===== config.mk =====
export PLATFORM = sky130hd
export DESIGN_NAME = radix_digit_string_converter
export DESIGN_NICKNAME = d
export VERILOG_FILES = /design/src/hw/rtl/rdsc_pkg.sv /design/src/hw/rtl/rdsc_divider.sv /design/src/hw/rtl/rdsc_digit_buf.sv /design/src/hw/rtl/radix_digit_string_converter.sv
export SDC_FILE = /design/constraint.sdc
export NUM_CORES = 1
export LEC_CHECK = 0
export ABC_AREA = 1
export BUFFER_PORTS_ARGS = -buffer_cell sky130_fd_sc_hd__buf_2
export CORE_ASPECT_RATIO = 0.5
export CORE_MARGIN = 2
export CORE_UTILIZATION = 30
export CTS_CLUSTER_DIAMETER = 150
export CTS_CLUSTER_SIZE = 12
export DETAILED_ROUTE_END_ITERATION = 7
export PLACE_DENSITY_LB_ADDON = 0.3
export SLEW_MARGIN = 10
export SYNTH_ARGS = -nofsm -noshare
export SYNTH_HDL_FRONTEND = slang
export SYNTH_SLANG_ARGS = --single-unit

===== constraint.sdc =====
create_clock -name clk -period 2.7 [get_ports clk]
set_clock_uncertainty 0.2 [all_clocks]
set_input_delay 0.135 -clock clk [delete_from_list [all_inputs] [get_ports clk]]
set_output_delay 0.135 -clock clk [all_outputs]
set_load 0.005 [all_outputs]

===== src/hw/rtl/rdsc_pkg.sv =====
package rdsc_pkg;

  // value width default and radix register format
  localparam int VALUE_WIDTH_DEF = 31;
  localparam int RADIX_W         = 6;
  localparam int CHAR_W          = 7;
  localparam int APB_DATA_W      = 32;
  localparam int APB_ADDR_W      = 3;

  // register map, word index taken from paddr[APB_ADDR_W-1:2]
  localparam logic [APB_ADDR_W-3:0] REG_RADIX = '0;

  localparam logic [RADIX_W-1:0] RADIX_MIN   = 6'd2;
  localparam logic [RADIX_W-1:0] RADIX_MAX   = 6'd36;
  localparam logic [RADIX_W-1:0] RADIX_RESET = 6'd10;

  localparam logic [RADIX_W-1:0] DECIMAL_DIGITS = 6'd10;
  localparam logic [CHAR_W-1:0]  CHAR_ZERO      = 7'd48;
  localparam logic [CHAR_W-1:0]  CHAR_A         = 7'd65;

  // sequencer states
  typedef enum logic [1:0] {
    ST_IDLE,
    ST_DIVIDE,
    ST_READ,
    ST_SHOW
  } rdsc_state_t;

  // out-of-range register values fold onto the nearest legal radix
  function automatic logic [RADIX_W-1:0] clamp_radix(input logic [RADIX_W-1:0] r);
    logic [RADIX_W-1:0] res;
    res = r;
    if (r < RADIX_MIN) begin
      res = RADIX_MIN;
    end else if (r > RADIX_MAX) begin
      res = RADIX_MAX;
    end
    return res;
  endfunction

  // digit value to ascii, '0'..'9' then 'A'..'Z'
  function automatic logic [CHAR_W-1:0] digit_to_ascii(input logic [RADIX_W-1:0] d);
    logic [CHAR_W-1:0] c;
    if (d < DECIMAL_DIGITS) begin
      c = CHAR_ZERO + {1'b0, d};
    end else begin
      c = CHAR_A + {1'b0, d - DECIMAL_DIGITS};
    end
    return c;
  endfunction

endpackage


===== src/hw/rtl/rdsc_divider.sv =====
module rdsc_divider
  import rdsc_pkg::*;
#(
  parameter int VALUE_WIDTH = VALUE_WIDTH_DEF
) (
  input  logic                   clk,
  input  logic                   rst_n,
  input  logic                   start,
  input  logic [VALUE_WIDTH-1:0] dividend,
  input  logic [RADIX_W-1:0]     divisor,
  output logic                   done,
  output logic [VALUE_WIDTH-1:0] quotient,
  output logic [RADIX_W-1:0]     remainder
);

  localparam int CNT_W = $clog2(VALUE_WIDTH);

  logic                   busy_r;
  logic                   done_r;
  logic [CNT_W-1:0]       cnt_r;
  logic [VALUE_WIDTH-1:0] quo_r;
  logic [RADIX_W-1:0]     rem_r;
  logic [RADIX_W-1:0]     div_r;

  logic [RADIX_W:0]       trial;
  logic [RADIX_W:0]       diff;
  logic                   fits;
  logic [VALUE_WIDTH-1:0] quo_nxt;
  logic [RADIX_W-1:0]     rem_nxt;

  // one restoring step: shift in the next dividend bit, subtract if it fits
  always_comb begin
    trial   = {rem_r, quo_r[VALUE_WIDTH-1]};
    diff    = trial - {1'b0, div_r};
    fits    = (trial >= {1'b0, div_r});
    rem_nxt = fits ? diff[RADIX_W-1:0] : trial[RADIX_W-1:0];
    quo_nxt = {quo_r[VALUE_WIDTH-2:0], fits};
  end

  // step counter and done pulse
  always_ff @(posedge clk) begin
    if (!rst_n) begin
      busy_r <= 1'b0;
      done_r <= 1'b0;
      cnt_r  <= '0;
    end else begin
      done_r <= busy_r && (cnt_r == '0);
      if (start) begin
        busy_r <= 1'b1;
        cnt_r  <= CNT_W'(VALUE_WIDTH - 1);
      end else if (busy_r) begin
        if (cnt_r == '0) begin
          busy_r <= 1'b0;
        end else begin
          cnt_r <= cnt_r - 1'b1;
        end
      end
    end
  end

  // quotient shift register, partial remainder and latched divisor
  always_ff @(posedge clk) begin
    if (start) begin
      quo_r <= dividend;
      rem_r <= '0;
      div_r <= divisor;
    end else if (busy_r) begin
      quo_r <= quo_nxt;
      rem_r <= rem_nxt;
    end
  end

  assign done      = done_r;
  assign quotient  = quo_r;
  assign remainder = rem_r;

endmodule


===== src/hw/rtl/rdsc_digit_buf.sv =====
module rdsc_digit_buf
  import rdsc_pkg::*;
#(
  parameter int VALUE_WIDTH = VALUE_WIDTH_DEF
) (
  input  logic                           clk,
  input  logic                           we,
  input  logic [$clog2(VALUE_WIDTH)-1:0] waddr,
  input  logic [CHAR_W-1:0]              wdata,
  input  logic [$clog2(VALUE_WIDTH)-1:0] raddr,
  output logic [CHAR_W-1:0]              rdata
);

  logic [CHAR_W-1:0] mem [VALUE_WIDTH];
  logic [CHAR_W-1:0] rdata_r;

  // one write port, one registered read port
  always_ff @(posedge clk) begin
    if (we) begin
      mem[waddr] <= wdata;
    end
    rdata_r <= mem[raddr];
  end

  assign rdata = rdata_r;

endmodule


===== src/hw/rtl/radix_digit_string_converter.sv =====
// Converts a non-negative integer into its digits in the base held in the
// radix register (2 to 36; 0 and 1 act as 2, 37 to 63 act as 36), one ASCII
// character per output transfer, most significant digit first, with out_last
// on the final digit; zero gives the single character '0'. Each digit comes
// from one pass of a shared restoring divider that retires one quotient bit
// per cycle; digits are collected least significant first in a small buffer
// and then read back in reverse, each character first read from the buffer
// and then held on the output until out_ready takes it. One item is worked
// at a time: in_ready is high only while the block is idle. The radix
// register sits at byte address 0 of the APB-style port and reads back as
// written.
module radix_digit_string_converter
  import rdsc_pkg::*;
#(
  parameter int VALUE_WIDTH = VALUE_WIDTH_DEF
) (
  input  logic                   clk,
  input  logic                   rst_n,
  // input channel
  input  logic                   in_valid,
  output logic                   in_ready,
  input  logic [VALUE_WIDTH-1:0] in_value,
  // result channel
  output logic                   out_valid,
  input  logic                   out_ready,
  output logic [CHAR_W-1:0]      out_digit_char,
  output logic                   out_last,
  // configuration port
  input  logic                   psel,
  input  logic                   penable,
  input  logic                   pwrite,
  input  logic [APB_ADDR_W-1:0]  paddr,
  input  logic [APB_DATA_W-1:0]  pwdata,
  output logic [APB_DATA_W-1:0]  prdata,
  output logic                   pready
);

  localparam int AW = $clog2(VALUE_WIDTH);

  rdsc_state_t        state_r, state_nxt;
  logic [RADIX_W-1:0] radix_r;
  logic [RADIX_W-1:0] radix_eff_r, radix_eff_nxt;
  logic [AW-1:0]      wr_idx_r, wr_idx_nxt;
  logic [AW-1:0]      rd_ptr_r, rd_ptr_nxt;

  logic                   div_start;
  logic [VALUE_WIDTH-1:0] div_dividend;
  logic [RADIX_W-1:0]     div_divisor;
  logic                   div_done;
  logic [VALUE_WIDTH-1:0] div_quo;
  logic [RADIX_W-1:0]     div_rem;

  logic                   buf_we;
  logic [CHAR_W-1:0]      buf_rdata;

  logic                   reg_wr;

  // apb register write and readback
  assign pready = 1'b1;
  assign reg_wr = psel && penable && pwrite && (paddr[APB_ADDR_W-1:2] == REG_RADIX);
  assign prdata = APB_DATA_W'(radix_r);

  always_ff @(posedge clk) begin
    if (!rst_n) begin
      radix_r <= RADIX_RESET;
    end else if (reg_wr) begin
      radix_r <= pwdata[RADIX_W-1:0];
    end
  end

  // sequencer: divide repeatedly, then play the buffer back in reverse
  always_comb begin
    state_nxt     = state_r;
    radix_eff_nxt = radix_eff_r;
    wr_idx_nxt    = wr_idx_r;
    rd_ptr_nxt    = rd_ptr_r;
    div_start     = 1'b0;
    div_dividend  = div_quo;
    div_divisor   = radix_eff_r;
    buf_we        = 1'b0;
    case (state_r)
      ST_IDLE: begin
        if (in_valid) begin
          radix_eff_nxt = clamp_radix(radix_r);
          div_start     = 1'b1;
          div_dividend  = in_value;
          div_divisor   = clamp_radix(radix_r);
          wr_idx_nxt    = '0;
          state_nxt     = ST_DIVIDE;
        end
      end
      ST_DIVIDE: begin
        if (div_done) begin
          buf_we = 1'b1;
          if (div_quo == '0) begin
            rd_ptr_nxt = wr_idx_r;
            state_nxt  = ST_READ;
          end else begin
            div_start  = 1'b1;
            wr_idx_nxt = wr_idx_r + 1'b1;
          end
        end
      end
      ST_READ: begin
        state_nxt = ST_SHOW;
      end
      ST_SHOW: begin
        if (out_ready) begin
          if (rd_ptr_r == '0) begin
            state_nxt = ST_IDLE;
          end else begin
            rd_ptr_nxt = rd_ptr_r - 1'b1;
            state_nxt  = ST_READ;
          end
        end
      end
      default: begin
        state_nxt = ST_IDLE;
      end
    endcase
  end

  always_ff @(posedge clk) begin
    if (!rst_n) begin
      state_r <= ST_IDLE;
    end else begin
      state_r <= state_nxt;
    end
  end

  always_ff @(posedge clk) begin
    radix_eff_r <= radix_eff_nxt;
    wr_idx_r    <= wr_idx_nxt;
    rd_ptr_r    <= rd_ptr_nxt;
  end

  // handshakes
  assign in_ready       = (state_r == ST_IDLE);
  assign out_valid      = (state_r == ST_SHOW);
  assign out_digit_char = buf_rdata;
  assign out_last       = (rd_ptr_r == '0);

  rdsc_divider #(
    .VALUE_WIDTH(VALUE_WIDTH)
  ) u_divider (
    .clk       (clk),
    .rst_n     (rst_n),
    .start     (div_start),
    .dividend  (div_dividend),
    .divisor   (div_divisor),
    .done      (div_done),
    .quotient  (div_quo),
    .remainder (div_rem)
  );

  rdsc_digit_buf #(
    .VALUE_WIDTH(VALUE_WIDTH)
  ) u_digit_buf (
    .clk   (clk),
    .we    (buf_we),
    .waddr (wr_idx_r),
    .wdata (digit_to_ascii(div_rem)),
    .raddr (rd_ptr_r),
    .rdata (buf_rdata)
  );

endmodule


Word-level counts from Yosys, hierarchy flattened
Memory sizes are Yosys's and may differ from the RTL's. A register that Yosys moved wholly into a read port is not among the register bits.
Index checks and enable logic that the tools add are counted.

operators by class
  add/sub/neg operators = 7
  eq/ne operators = 12
  multiplexer cells = 39
  $lt $le $gt $ge = 4
  reductions and logical operators = 18
  bitwise logic cells = 3

operator list
  kind                                                                  number
  31-bit two-way mux                                                    4
  5-bit two-way mux                                                     10
  31-bit zero test                                                      1
  6-bit two-way mux                                                     5
  5-bit case mux with 2 select lines                                    2
  2-bit != test, second input constant                                  7
  5-bit zero test                                                       2
  1-bit two-way mux                                                     10
  2-bit two-way mux                                                     5
  5-bit by 1-bit subtractor with 5-bit output, second input constant    2
  2-bit case mux with 4 select lines                                    1
  4-bit AND reduction                                                   2
  6-bit by 6-bit adder with 7-bit output, first input constant          1
  7-bit by 6-bit adder with 7-bit output, first input constant          1
  7-bit by 6-bit >= comparator with 1-bit output                        1
  7-bit two-way mux                                                     1
  6-bit > comparator, second input constant                             1
  6-bit by 2-bit < comparator with 1-bit output, second input constant  1
  6-bit by 4-bit < comparator with 1-bit output, second input constant  1
  2-bit nonzero test                                                    3
  6-bit by 4-bit subtractor with 6-bit output, second input constant    1
  6-bit subtractor                                                      1
  5-bit by 1-bit adder with 5-bit output, second input constant         1
  5-bit AND reduction                                                   1
  10 further kinds                                                      18

storage, ports and cells
  memories kept = 1
  logic and storage cells = 96
  flip-flop bits (word level) = 74
  input bits = 73
  bits in writable memories = 217
  output and inout port bits = 43

memory list
  memory           depth  bits a word  read ports  clocked after memory_dff  write ports  line                  text
  u_digit_buf.mem  31     7            1           1                         1            rdsc_digit_buf.sv:14  logic [CHAR_W-1:0] mem [VALUE_WIDTH];

Longest topological paths before layout
Gate-level depths: netlist (run 1).

  word-level depth = 6
  mapped depth = 12
  gate-level depth less buffers = 12

Modules after synthesis
A second synthesis (run 1) with hierarchy kept.

second synthesis, totals
  cell total of the unflattened synthesis = 1400
  area, all modules = 13644.3 um2

modules (own cells, without submodules)
  module                        seq. area each (um2)  area each (um2)  cells each  instances
  rdsc_digit_buf                6656.4                9052.4           778         1
  rdsc_divider                  1371.3                2476.1           282         1
  radix_digit_string_converter  580.6                 2115.8           340         1

Least setup slack after synthesis (run 1)
OpenSTA, ideal clock, no wires.

  path type = register -> register
  start = register u_divider.rem_r[1], in the netlist u_divider.remainder[1]
  end = memory u_digit_buf.mem[0][4] (data pin)
  required time = 2054 ps
  stages on the path, launching flop included = 9
  path slack = -348 ps
  setup time = 446 ps
  arrival time = 2401 ps
  period minus slack after synthesis = 3048 ps
  buffers on the path = 0
  cell sequence = dfxtp_1 inv_1 ha_1 nand2_1 nand2_1 nor2_1 nand2_1 xor2_1 o21ai_0

on the way
  word-level cells in the longest chain between the ends = 3
  elaborated cells on any way between the ends = 5
  classes of those cells = 3 x add/sub; 1 x order compare; 1 x mux

RTL lines
  what                                         line                  text
  start: declaration                           rdsc_divider.sv:22    logic [RADIX_W-1:0] rem_r;
  start signal: assignment                     rdsc_divider.sv:69    rem_r <= rem_nxt;
  6-bit by 4-bit subtractor with 6-bit output  rdsc_pkg.sv:47        c = CHAR_A + {1'b0, d - DECIMAL_DIGITS};
  7-bit by 6-bit adder with 7-bit output       rdsc_pkg.sv:47
  7-bit two-way mux *                          rdsc_pkg.sv:44        if (d < DECIMAL_DIGITS) begin
  net u_digit_buf.wdata[4]                     rdsc_digit_buf.sv:9   input logic [CHAR_W-1:0] wdata,
  end: declaration                             rdsc_digit_buf.sv:14

Mark *: on every way through the listed nets, which the timed path passes. The rest lies on a longest branch.

Final worst setup path (run 1)
  start = register rd_ptr_r[1]
  end = register rd_ptr_r[1], enable pin

on the way
  word-level cells in the longest chain between the ends = 3

RTL lines
  what                           line                                 text
  start: declaration             radix_digit_string_converter.sv:44   logic [AW-1:0] rd_ptr_r, rd_ptr_nxt;
  start signal: assignment       radix_digit_string_converter.sv:134  rd_ptr_r <= rd_ptr_nxt;
  5-bit zero test                radix_digit_string_converter.sv:109  if (rd_ptr_r == '0) begin
  2-bit != test (no line)        n/a
  5-bit AND reduction (no line)  n/a

No other way between the ends.
A chain may end at the register's enable or synchronous reset.

==> metrics.txt, run 1 <==
Sink Count roughly 300; Setup CP Type register to register; Leakage Power 5.92 nW; routability cong. 0.752; row count 53; Synth area leaders edfxtp_1 (61%), nand2_1 (7.8%), nor2_1 (6.1%), o21ai_0 (5.3%), dfxtp_1 (5.2%); f_max between 0.4 and 0.5 GHz; endpoints failing hold 0; area growth from synthesis to layout 19.1%; TritonCTS buffer count 28; met2 wire length approximately 14000 microns; Ports 116; DR WL/cell between 15 and 20 microns; CP Capture Type register; uppermost layer routed met5; worst vdd ir 0.000712 V; Synth cell types 34; latest clock arrival within the worst-skew pair around 0.57 ns; Final setup violation count 0; Mean Syn Cell Area between 10 and 15 sq um; register area share after synthesis roughly two thirds; DR iter-0 viols 690; Die W 299 microns; clock buffer depth 3; pwr/cell area 849 nW/um^2; synthesized flop and latch total 298; drt pass-1 iters 5; number of synthesized flops with an enable pin between 200 and 300; Synth area leader edfxtp_1; DR WL met3 roughly 1400 microns; max_cap viols 0; fraction of layout cells with a size suffix above 1 a little under an eighth; WL final about 30000 microns; Worst EP arrival about 2.4 ns; GRT overflow 0; Async S/R FF share, synth 0%; CP Cell Sequence clkinvlp_4, ha_1, nand3_1, inv_1, a21oi_1; # DRC 0; Via-to-Cell Ratio approximately 4.5; first-pass GRT wire length 48200 microns; Max-slew headroom 37.4%; most frequent cells after synthesis nand2_1 (273), edfxtp_1 (264), nor2_1 (212); port bufs 60; Critical Path Start Type register; Total Nets Final 1485; Post-Route Utilization between 30% and 40%; largest net degree at the start of global routing 74; Setup Buffers After CTS 0; period utilization 90.7%; slew at the pin with the worst max-slew slack roughly 0.94 ns; H-tree depth 1; Worst Hold Class primary input to register; most frequent cell after synthesis nand2_1; worst path required time about 2.7 ns; Synth Instances 1244; Synth Warn # 0; clock root buffer master clkbuf_16; M1 WL 14700 microns; Vias 8962; worst-path fanout max 16; CTS clk-pin slew, worst paths around 0.060 ns; post-synthesis cell area between 10000 and 15000 sq um; predominant post-synthesis flop cell edfxtp_1; outcome finished clean; Tot GR Track Use about 14%; initial antenna violation count 2; die area 45400 sq um; crit-path max cell delay about 0.51 ns; CTS tree done; RSZ-0062 raised after global routing false; Post-DRT Antenna Nets 0; minimum clock period after layout about 2.4 ns; Post-Route Setup TNS 0 ns; core area approximately 43000 sq um; Die Y-Extent around 150 microns; top-area cell type share of the netlist area between 60 and 70%; critical path's slowest cell a21oi_1; Slew Viols, Final 0; vias in the first global route roughly 8700; HPWL after detailed placement roughly 19000 microns; initial core utilization slightly above 30%
## logic make-up after synthesis
| logic type | share of synthesized area (%) |
|---|---|
| simple gates | 16.6 |
| flops | 65.9 |
| compound gates | 8.75 |
| buf+inv | 6.13 |
| fa+ha+maj | 1.78 |
| xor+xnor | 0.871 |
| other cells | 0.0575 |
## critical path, delay by kind of cell, from the launching register on
family / cells / cell delay, ns
buffers and inverters: 2 / 0.45
AO/OA/AOI/OAI: 1 / 0.51
adder cells (fa/ha/maj): 1 / 0.33
AND/OR/NAND/NOR: 1 / 0.16
flip-flops: 1 / 0.44
## stage by stage
step,instances,total power (W),setup WS [ns],hold slack (ns),area (sq um)
final,1993,0.0132,0.250,0.176,15600
after global routing,1992,0.0139,0.108,0.176,15600
after CTS,1992,0.0134,0.121,0.146,15600
after detailed placement,1887,0.00967,0.386,0.154,14200
after global placement,1887,0.00963,0.391,0.151,14200
after floorplan,1269,0.00824,0.0421,0.0192,13200
## registers in the layout, indices dropped and copies added, names as in the netlist, 6 cells and up
register / cells
u_digit_buf.rdata: 7
radix_r: 6
u_divider.div_r: 6
radix_eff_r: 6
u_digit_buf.mem: 217
u_divider.quotient: 31
u_divider.remainder: 6
## report_power, final
part           internal, W  leakage [nW]  switching, W
sequential         0.00627          2.70      0.000145
combinational     0.000947          2.84       0.00221
clock              0.00197         0.384       0.00167
total              0.00919          5.92       0.00403
## final timing paths
kind | startpoint | end | slack (ns) | cells past startpoint
worst min register to register | radix_eff_r[2]$_DFF_P_ | radix_eff_r[2]$_DFF_P_ | 0.25 | 2
worst min-delay path | in_value[21] | u_divider.quotient[21]$_DFFE_PP_ | 0.18 | 4
worst max-delay path | rd_ptr_r[1]$_DFFE_PP_ | rd_ptr_r[1]$_DFFE_PP_ | 0.25 | 5
worst max register to register | rd_ptr_r[1]$_DFFE_PP_ | rd_ptr_r[1]$_DFFE_PP_ | 0.25 | 5
## final cells by class
class	instances	area (sq um)
Antenna cell	1	2.50
Clock buffer	50	793
Clock inverter	1	16.3
Fill cell	4259	26900
Inverter	72	274
Multi-Input combinational cell	821	3780
Sequential cell	298	8610
Tap cell	577	722
Timing Repair Buffer	173	1370
## what timing repair did
action | 4_1_cts | 5_1_grt
setup endpoints to repair | 0 | 1
hold endpoints to repair | 50 | 0
hold buffers | 54 | 0
resized for setup | 0 | 1
## cell usage in the layout, fill, tap and decap left out, drive strengths merged, types with 17 or more instances in the layout
cell type and count:
a21oi 43, buf 119, clkbuf 50, conb 27, dfxtp 34, dlygate4sd3 54, edfxtp 264, ha 17
inv 70, nand2 275, nand3 45, nor2 215, o21ai 145
## per-layer routing
layer | vias to the layer above | GRT usage, %
li1 | 4472 | -
met1 | 4252 | 18.6
met2 | 194 | 22.6
met3 | 42 | 2.07
met4 | 2 | 3.35
met5 | - | 0
(Power assumes the default switching activity.)
==> inputs of run 2 (changes only) <==
--- a/config.mk
+++ b/config.mk
@@ -8,8 +8,9 @@
 export ABC_AREA = 1
 export BUFFER_PORTS_ARGS = -buffer_cell sky130_fd_sc_hd__buf_2
 export CORE_ASPECT_RATIO = 0.5
-export CORE_MARGIN = 2
+export CORE_MARGIN = 3
 export CORE_UTILIZATION = 30
+export CTS_BUF_LIST = sky130_fd_sc_hd__clkbuf_8
 export CTS_CLUSTER_DIAMETER = 150
 export CTS_CLUSTER_SIZE = 12
 export DETAILED_ROUTE_END_ITERATION = 7
==> constraint.sdc (replaced) <==
create_clock -name clk -period 2.7 [get_ports clk]
set_clock_uncertainty 0.2 [all_clocks]
set_input_delay 0.405 -clock clk [delete_from_list [all_inputs] [get_ports clk]]
set_output_delay 0.405 -clock clk [all_outputs]
set_load 0.005 [all_outputs]
==> metrics.txt, run 2 (synthesized netlist as in run 1, its figures left out) <==
outcome finished clean; max_cap viols 0 (unchanged); CTS clk-pin slew, worst paths 0.10 ns (+0.04 ns); H-tree depth 1 (unchanged); core area 42500 sq um (unchanged); endpoints failing hold 0 (unchanged); row count 53 (unchanged); Die Y-Extent 154 microns (+1.3%); Post-Route Utilization 35.7% (-0.92 points); Buf/Inv on CP 4 (+2); Worst EP arrival 1.91 ns (-0.53 ns); commonest cells after routing, fill and taps aside nand2_1 (273), edfxtp_1 (264), nor2_1 (212); worst vdd ir 0.000535 V (-25%); Ports 116 (unchanged); initial core utilization 30.7% (unchanged); Critical Path Start Type register; Worst Hold Class primary input to register; CP Capture Type output port; clock root buffer master clkbuf_8; routability cong. 0.796 (+5.8%); R2R setup slack 0.36 ns (+0.11 ns); cell family with most CP delay buffers and inverters; Post-DRT Antenna Nets 0 (unchanged); Post-Route Setup TNS 0 ns (unchanged); Max-slew headroom 62.4% (+25 points); GRT overflow 0 (unchanged); Leakage Power 5.83 nW (-1.5%); port bufs 60 (unchanged); Setup CP Type register to output port; Setup Buffers After CTS 0 (unchanged); DR WL/cell 15.4 microns (+0.60%); initial antenna violation count 1 (-1); drt pass-1 iters 5 (unchanged); slew at the pin with the worst max-slew slack 0.564 ns (-0.375 ns); most common cell after layout, fill and taps aside nand2_1; Vias 8891 (-0.79%); worst path required time 2.10 ns (-0.59 ns); max reg flops 217 (unchanged); Final setup violation count 0 (unchanged); Slew Viols, Final 0 (unchanged); die area 46300 sq um (+2.0%); clock buffer depth 3 (unchanged); crit-path max cell delay 0.45 ns (-0.06 ns); critical path's slowest cell edfxtp_1; Die W 301 microns (+0.67%); period utilization 93.1% (+2.4 points); FF-to-FF Start u_divider.quotient[27]$_DFFE_PP_; largest net degree at the start of global routing 74 (unchanged); DR iter-0 viols 700 (+1.4%); worst-path fanout max 7 (-9); latest clock arrival within the worst-skew pair 0.59 ns (+0.02 ns); WP depth 6 (+1); TritonCTS buffer count 28 (unchanged); reg2reg path depth 9 (+4); Final WS setup 0.186 ns (-0.0645 ns); minimum clock period after layout 2.51 ns (+0.0645 ns); Via-to-Cell Ratio 4.47 (-0.59%); CP Cell Sequence inv_1, buf_4, ha_1, nand3_1, inv_1, buf_2; first-pass GRT wire length 47800 microns (-0.82%); HPWL after detailed placement 19000 microns (+0.28%); Critical path origin rd_ptr_r[1]$_DFFE_PP_; Tot GR Track Use 13.1% (-0.39 points); Setup WS pre-CTS 0.397 ns (+0.0112 ns); Total Nets Final 1479 (-0.40%); area growth from synthesis to layout 16.1%; CTS tree done; WL final 30700 microns (+0.40%); vias in the first global route 8451 (-2.8%); fraction of layout cells with a size suffix above 1 11.9% (-0.029 points); # DRC 0 (unchanged); f_max 0.398 GHz (-2.6%); Crit path top cell by count inv_1; Sink Count 298 (unchanged); RSZ-0062 raised after global routing false; Worst R2R End rd_ptr_r[3]$_DFFE_PP_; pwr/cell area 793 nW/um^2 (-6.5%); Min Hold Slack 0.139 ns (-0.0370 ns); CP endpoint out_last; Most flops, register u_digit_buf.mem
==> run 2: cell types whose count changed in the layout (fill, tap and decap cells not counted), moves of 6 or more <==
cell / change
clkbuf_1: -21
clkbuf_16: -28
clkbuf_8: +28
dlygate4sd3_1: -6
inv_1: +23
==> run 2: how the worst min path moves through the flow <==
stage | from | endpoint | depth (start not counted) | slack, ns
final | in_valid | radix_eff_r[5]$_DFF_P_ | 5 | 0.14
after detailed placement | radix_eff_r[3]$_DFF_P_ | radix_eff_r[3]$_DFF_P_ | 1 | 0.25
after floorplan | radix_eff_r[2]$_DFF_P_ | radix_eff_r[2]$_DFF_P_ | 2 | 0.22
after CTS | in_valid | radix_eff_r[5]$_DFF_P_ | 5 | 0.12
after global routing | in_valid | radix_eff_r[5]$_DFF_P_ | 5 | 0.15
after global placement | radix_eff_r[2]$_DFF_P_ | radix_eff_r[2]$_DFF_P_ | 2 | 0.23
==> run 2: tightest hold or removal path, stage by stage <==
cell and delay (ns):
buf_2 0.09, inv_1 0.13, nor2_2 0.11, nor2_1 0.09
nor2_1 0.05
==> run 2: per-stage QoR <==
step           cell area (sq um)  power, W  cells
2_1_floorplan              13200   0.00824   1269
3_3_place_gp               14200   0.00959   1887
3_5_place_dp               14200   0.00962   1887
4_1_cts                    15200    0.0122   1987
5_1_grt                    15200    0.0128   1988
6_report                   15200    0.0120   1989
==> run 2: power breakdown <==
group	internal (W)	leakage [nW]	switching [W]	total (W)
clock network	0.00100	0.330	0.00154	0.00254
logic	0.000894	2.80	0.00220	0.00309
registers	0.00626	2.70	0.000150	0.00641
total	0.00815	5.83	0.00388	0.0120
==> run 2: layer usage <==
metal | routed length (microns) | GRT usage [%]
met5 | 0 | 0
met4 | 587 | 2.87
met3 | 1340 | 2.23
met2 | 14100 | 21.1
met1 | 14700 | 18.7
==> run 2: what timing repair did <==
action                                  in CTS  in global routing
hold buffers                                48                  0
gates resized for setup                      0                  0
endpoints found under the hold margin       39                  0
endpoints found under the setup margin       0                  0
==> run 2: final cells by class <==
type | count | area, sq um
timing repair buffer | 167 | 1300
tap | 577 | 722
fill | 4233 | 27300
antenna | 2 | 5.00
clock inverter | 23 | 91.3
multi-input combinational | 821 | 3780
clock buffer | 29 | 399
inverter | 72 | 270
sequential | 298 | 8610
==> inputs of run 3 (changes only) <==
--- a/config.mk
+++ b/config.mk
@@ -7,7 +7,7 @@
 export LEC_CHECK = 0
 export ABC_AREA = 1
 export BUFFER_PORTS_ARGS = -buffer_cell sky130_fd_sc_hd__buf_2
-export CORE_ASPECT_RATIO = 0.5
+export CORE_ASPECT_RATIO = 1.75
 export CORE_MARGIN = 3
 export CORE_UTILIZATION = 30
 export CTS_BUF_LIST = sky130_fd_sc_hd__clkbuf_8
==> metrics.txt, run 3 (synthesized netlist as in run 1, its figures left out) <==
outcome finished clean; Post-Route Setup TNS 0 ns (unchanged); GRT overflow 0 (unchanged); initial antenna violation count 1 (unchanged); vias in the first global route 8840 (+4.6%); slew at the pin with the worst max-slew slack 0.574 ns (+0.0104 ns); Total Nets Final 1476 (-0.20%); Max-slew headroom 61.7% (-0.70 points); DR WL/cell 15.7 microns (+1.4%); period utilization 94.4% (+1.3 points); Sink Count 298 (unchanged); Combinational Power Share 25.1% (-0.6 points); worst-path fanout max 38 (+31); area growth from synthesis to layout 16.0% (about the same); row count 100 (+89%); DR iter-0 viols 419 (-40%); Vias 8937 (+0.52%); dpl cell area 14200 sq um (-0.26%); WL final 30800 microns (+0.41%); TritonCTS buffer count 28 (unchanged); HPWL after detailed placement 20200 microns (+6.4%); clock root buffer master clkbuf_8; Critical Path Start Type register; Slew Viols, Final 0 (unchanged); FF-to-FF Start rd_ptr_r[0]$_DFFE_PP_; worst vdd ir 0.000634 V (+18%); Critical path origin rd_ptr_r[0]$_DFFE_PP_; largest net degree at the start of global routing 110 (+49%); crit-path max cell delay 0.46 ns (about the same); power share of the clock group 21.1% (about the same); Worst Hold Class primary input to register; RSZ-0062 raised after global routing false; switching power 0.00380 W (-2.1%); CTS clk-pin slew, worst paths 0.09 ns (about the same); f_max 0.392 GHz (-1.4%); endpoints failing hold 0 (unchanged); worst path required time 2.10 ns (about the same); Final setup violation count 0 (unchanged); first-pass GRT wire length 48400 microns (+1.3%); Leakage Power 5.83 nW (about the same); most common cell after layout, fill and taps aside nand2_1; clock buffer depth 3 (unchanged); CP endpoint out_last; routability cong. 0.821 (+3.2%); Post-DRT Antenna Nets 0 (unchanged); Ports 116 (unchanged); H-tree depth 1 (unchanged); Die Y-Extent 282 microns (+84%); port bufs 60 (unchanged); pwr/cell area 786 nW/um^2 (-0.86%); critical path's slowest cell edfxtp_1; CTS tree done; Sw Ratio 31.9% (-0.39 points); CP Capture Type output port; fraction of layout cells with a size suffix above 1 12.0% (+0.096 points); Worst R2R End u_digit_buf.rdata[0]$_DFF_P_; Pwr Total 0.0119 W (-0.95%); commonest cells after routing, fill and taps aside nand2_1 (273), edfxtp_1 (264), nor2_1 (212); Setup WS pre-CTS 0.437 ns (+0.0397 ns); Worst EP arrival 1.94 ns (+0.03 ns); max_cap viols 0 (unchanged); initial core utilization 30.5% (-0.20 points); Seq pwr share 53.8% (+0.6 points); Internal 0.00812 W (-0.38%); latest clock arrival within the worst-skew pair 0.60 ns (about the same); R2R setup slack 0.37 ns (about the same); design area 15200 sq um (about the same); max reg flops 217 (unchanged); reg2reg path depth 10 (+1); CP Cell Sequence inv_6, buf_16, ha_1, nand3_1, inv_2, buf_2; Setup CP Type register to output port; Post-Route Utilization 35.4% (-0.27 points); Final WS setup 0.150 ns (-0.0354 ns); Most flops, register u_digit_buf.mem; die area 46200 sq um (-0.12%); Die W 164 microns (-46%); Via-to-Cell Ratio 4.54 (+1.5%); core area 42800 sq um (+0.67%); Tot GR Track Use 13.4% (+0.22 points); # DRC 0 (unchanged); minimum clock period after layout 2.55 ns (+0.0354 ns); drt pass-1 iters 5 (unchanged)
-- run 3: worst min-delay path by stage --
stage,start,endpoint,slack [ns],cells after the start
after floorplan,radix_eff_r[2]$_DFF_P_,radix_eff_r[2]$_DFF_P_,0.22,2
after global placement,radix_eff_r[2]$_DFF_P_,radix_eff_r[2]$_DFF_P_,0.23,2
after detailed placement,radix_eff_r[2]$_DFF_P_,radix_eff_r[2]$_DFF_P_,0.24,2
after CTS,in_valid,radix_eff_r[5]$_DFF_P_,0.01,5
after global routing,in_valid,radix_eff_r[5]$_DFF_P_,0.05,5
final,in_valid,radix_eff_r[5]$_DFF_P_,0.06,5
-- run 3: timing repair --
item | CTS | global route
buffers inserted | 2 | 1
gates resized for setup | 4 | 2
hold endpoints to repair | 39 | 0
endpoints found under the setup margin | 1 | 1
hold buffers | 46 | 0
-- run 3: layout make-up --
type | count | area [sq um]
sequential | 298 | 8610
inverter | 72 | 279
clock buffer | 30 | 413
tap | 561 | 702
fill | 4256 | 27600
multi-input combinational | 821 | 3780
timing repair buffer | 164 | 1290
clock inverter | 22 | 82.6
antenna | 1 | 2.50
-- run 3: power groups by stage --
stage / clock network [W] / logic (W) / registers (W)
final: 0.00252 / 0.00299 / 0.00642
after global routing: 0.00280 / 0.00338 / 0.00646
after CTS: 0.00263 / 0.00306 / 0.00642
after detailed placement: 0 / 0.00299 / 0.00653
after global placement: 0 / 0.00292 / 0.00652
after floorplan: 0 / 0.00172 / 0.00652
-- run 3: through the flow --
stage | cells | hold WS (ns)
2_1_floorplan | 1269 | 0.218
3_3_place_gp | 1867 | 0.233
3_5_place_dp | 1867 | 0.243
4_1_cts | 1967 | 0.0119
5_1_grt | 1969 | 0.0542
6_report | 1969 | 0.0644
-- run 3: metal layers --
layer  GRT usage (%)  routed length, microns  vias up
li1                -                       -     4451
met1            14.8                   11900     4229
met3            1.60                    1270       57
met5               0                       0        -
met4            5.54                    1110        0
met2            25.5                   16600      200
-- run 3: worst max-delay path, delay by kind of cell (launching register included) --
family | cells | cell delay (ns)
buffers and inverters | 4 | 0.55
DFF | 1 | 0.46
adders and majority gates | 1 | 0.18
and+or+nand+nor | 1 | 0.16
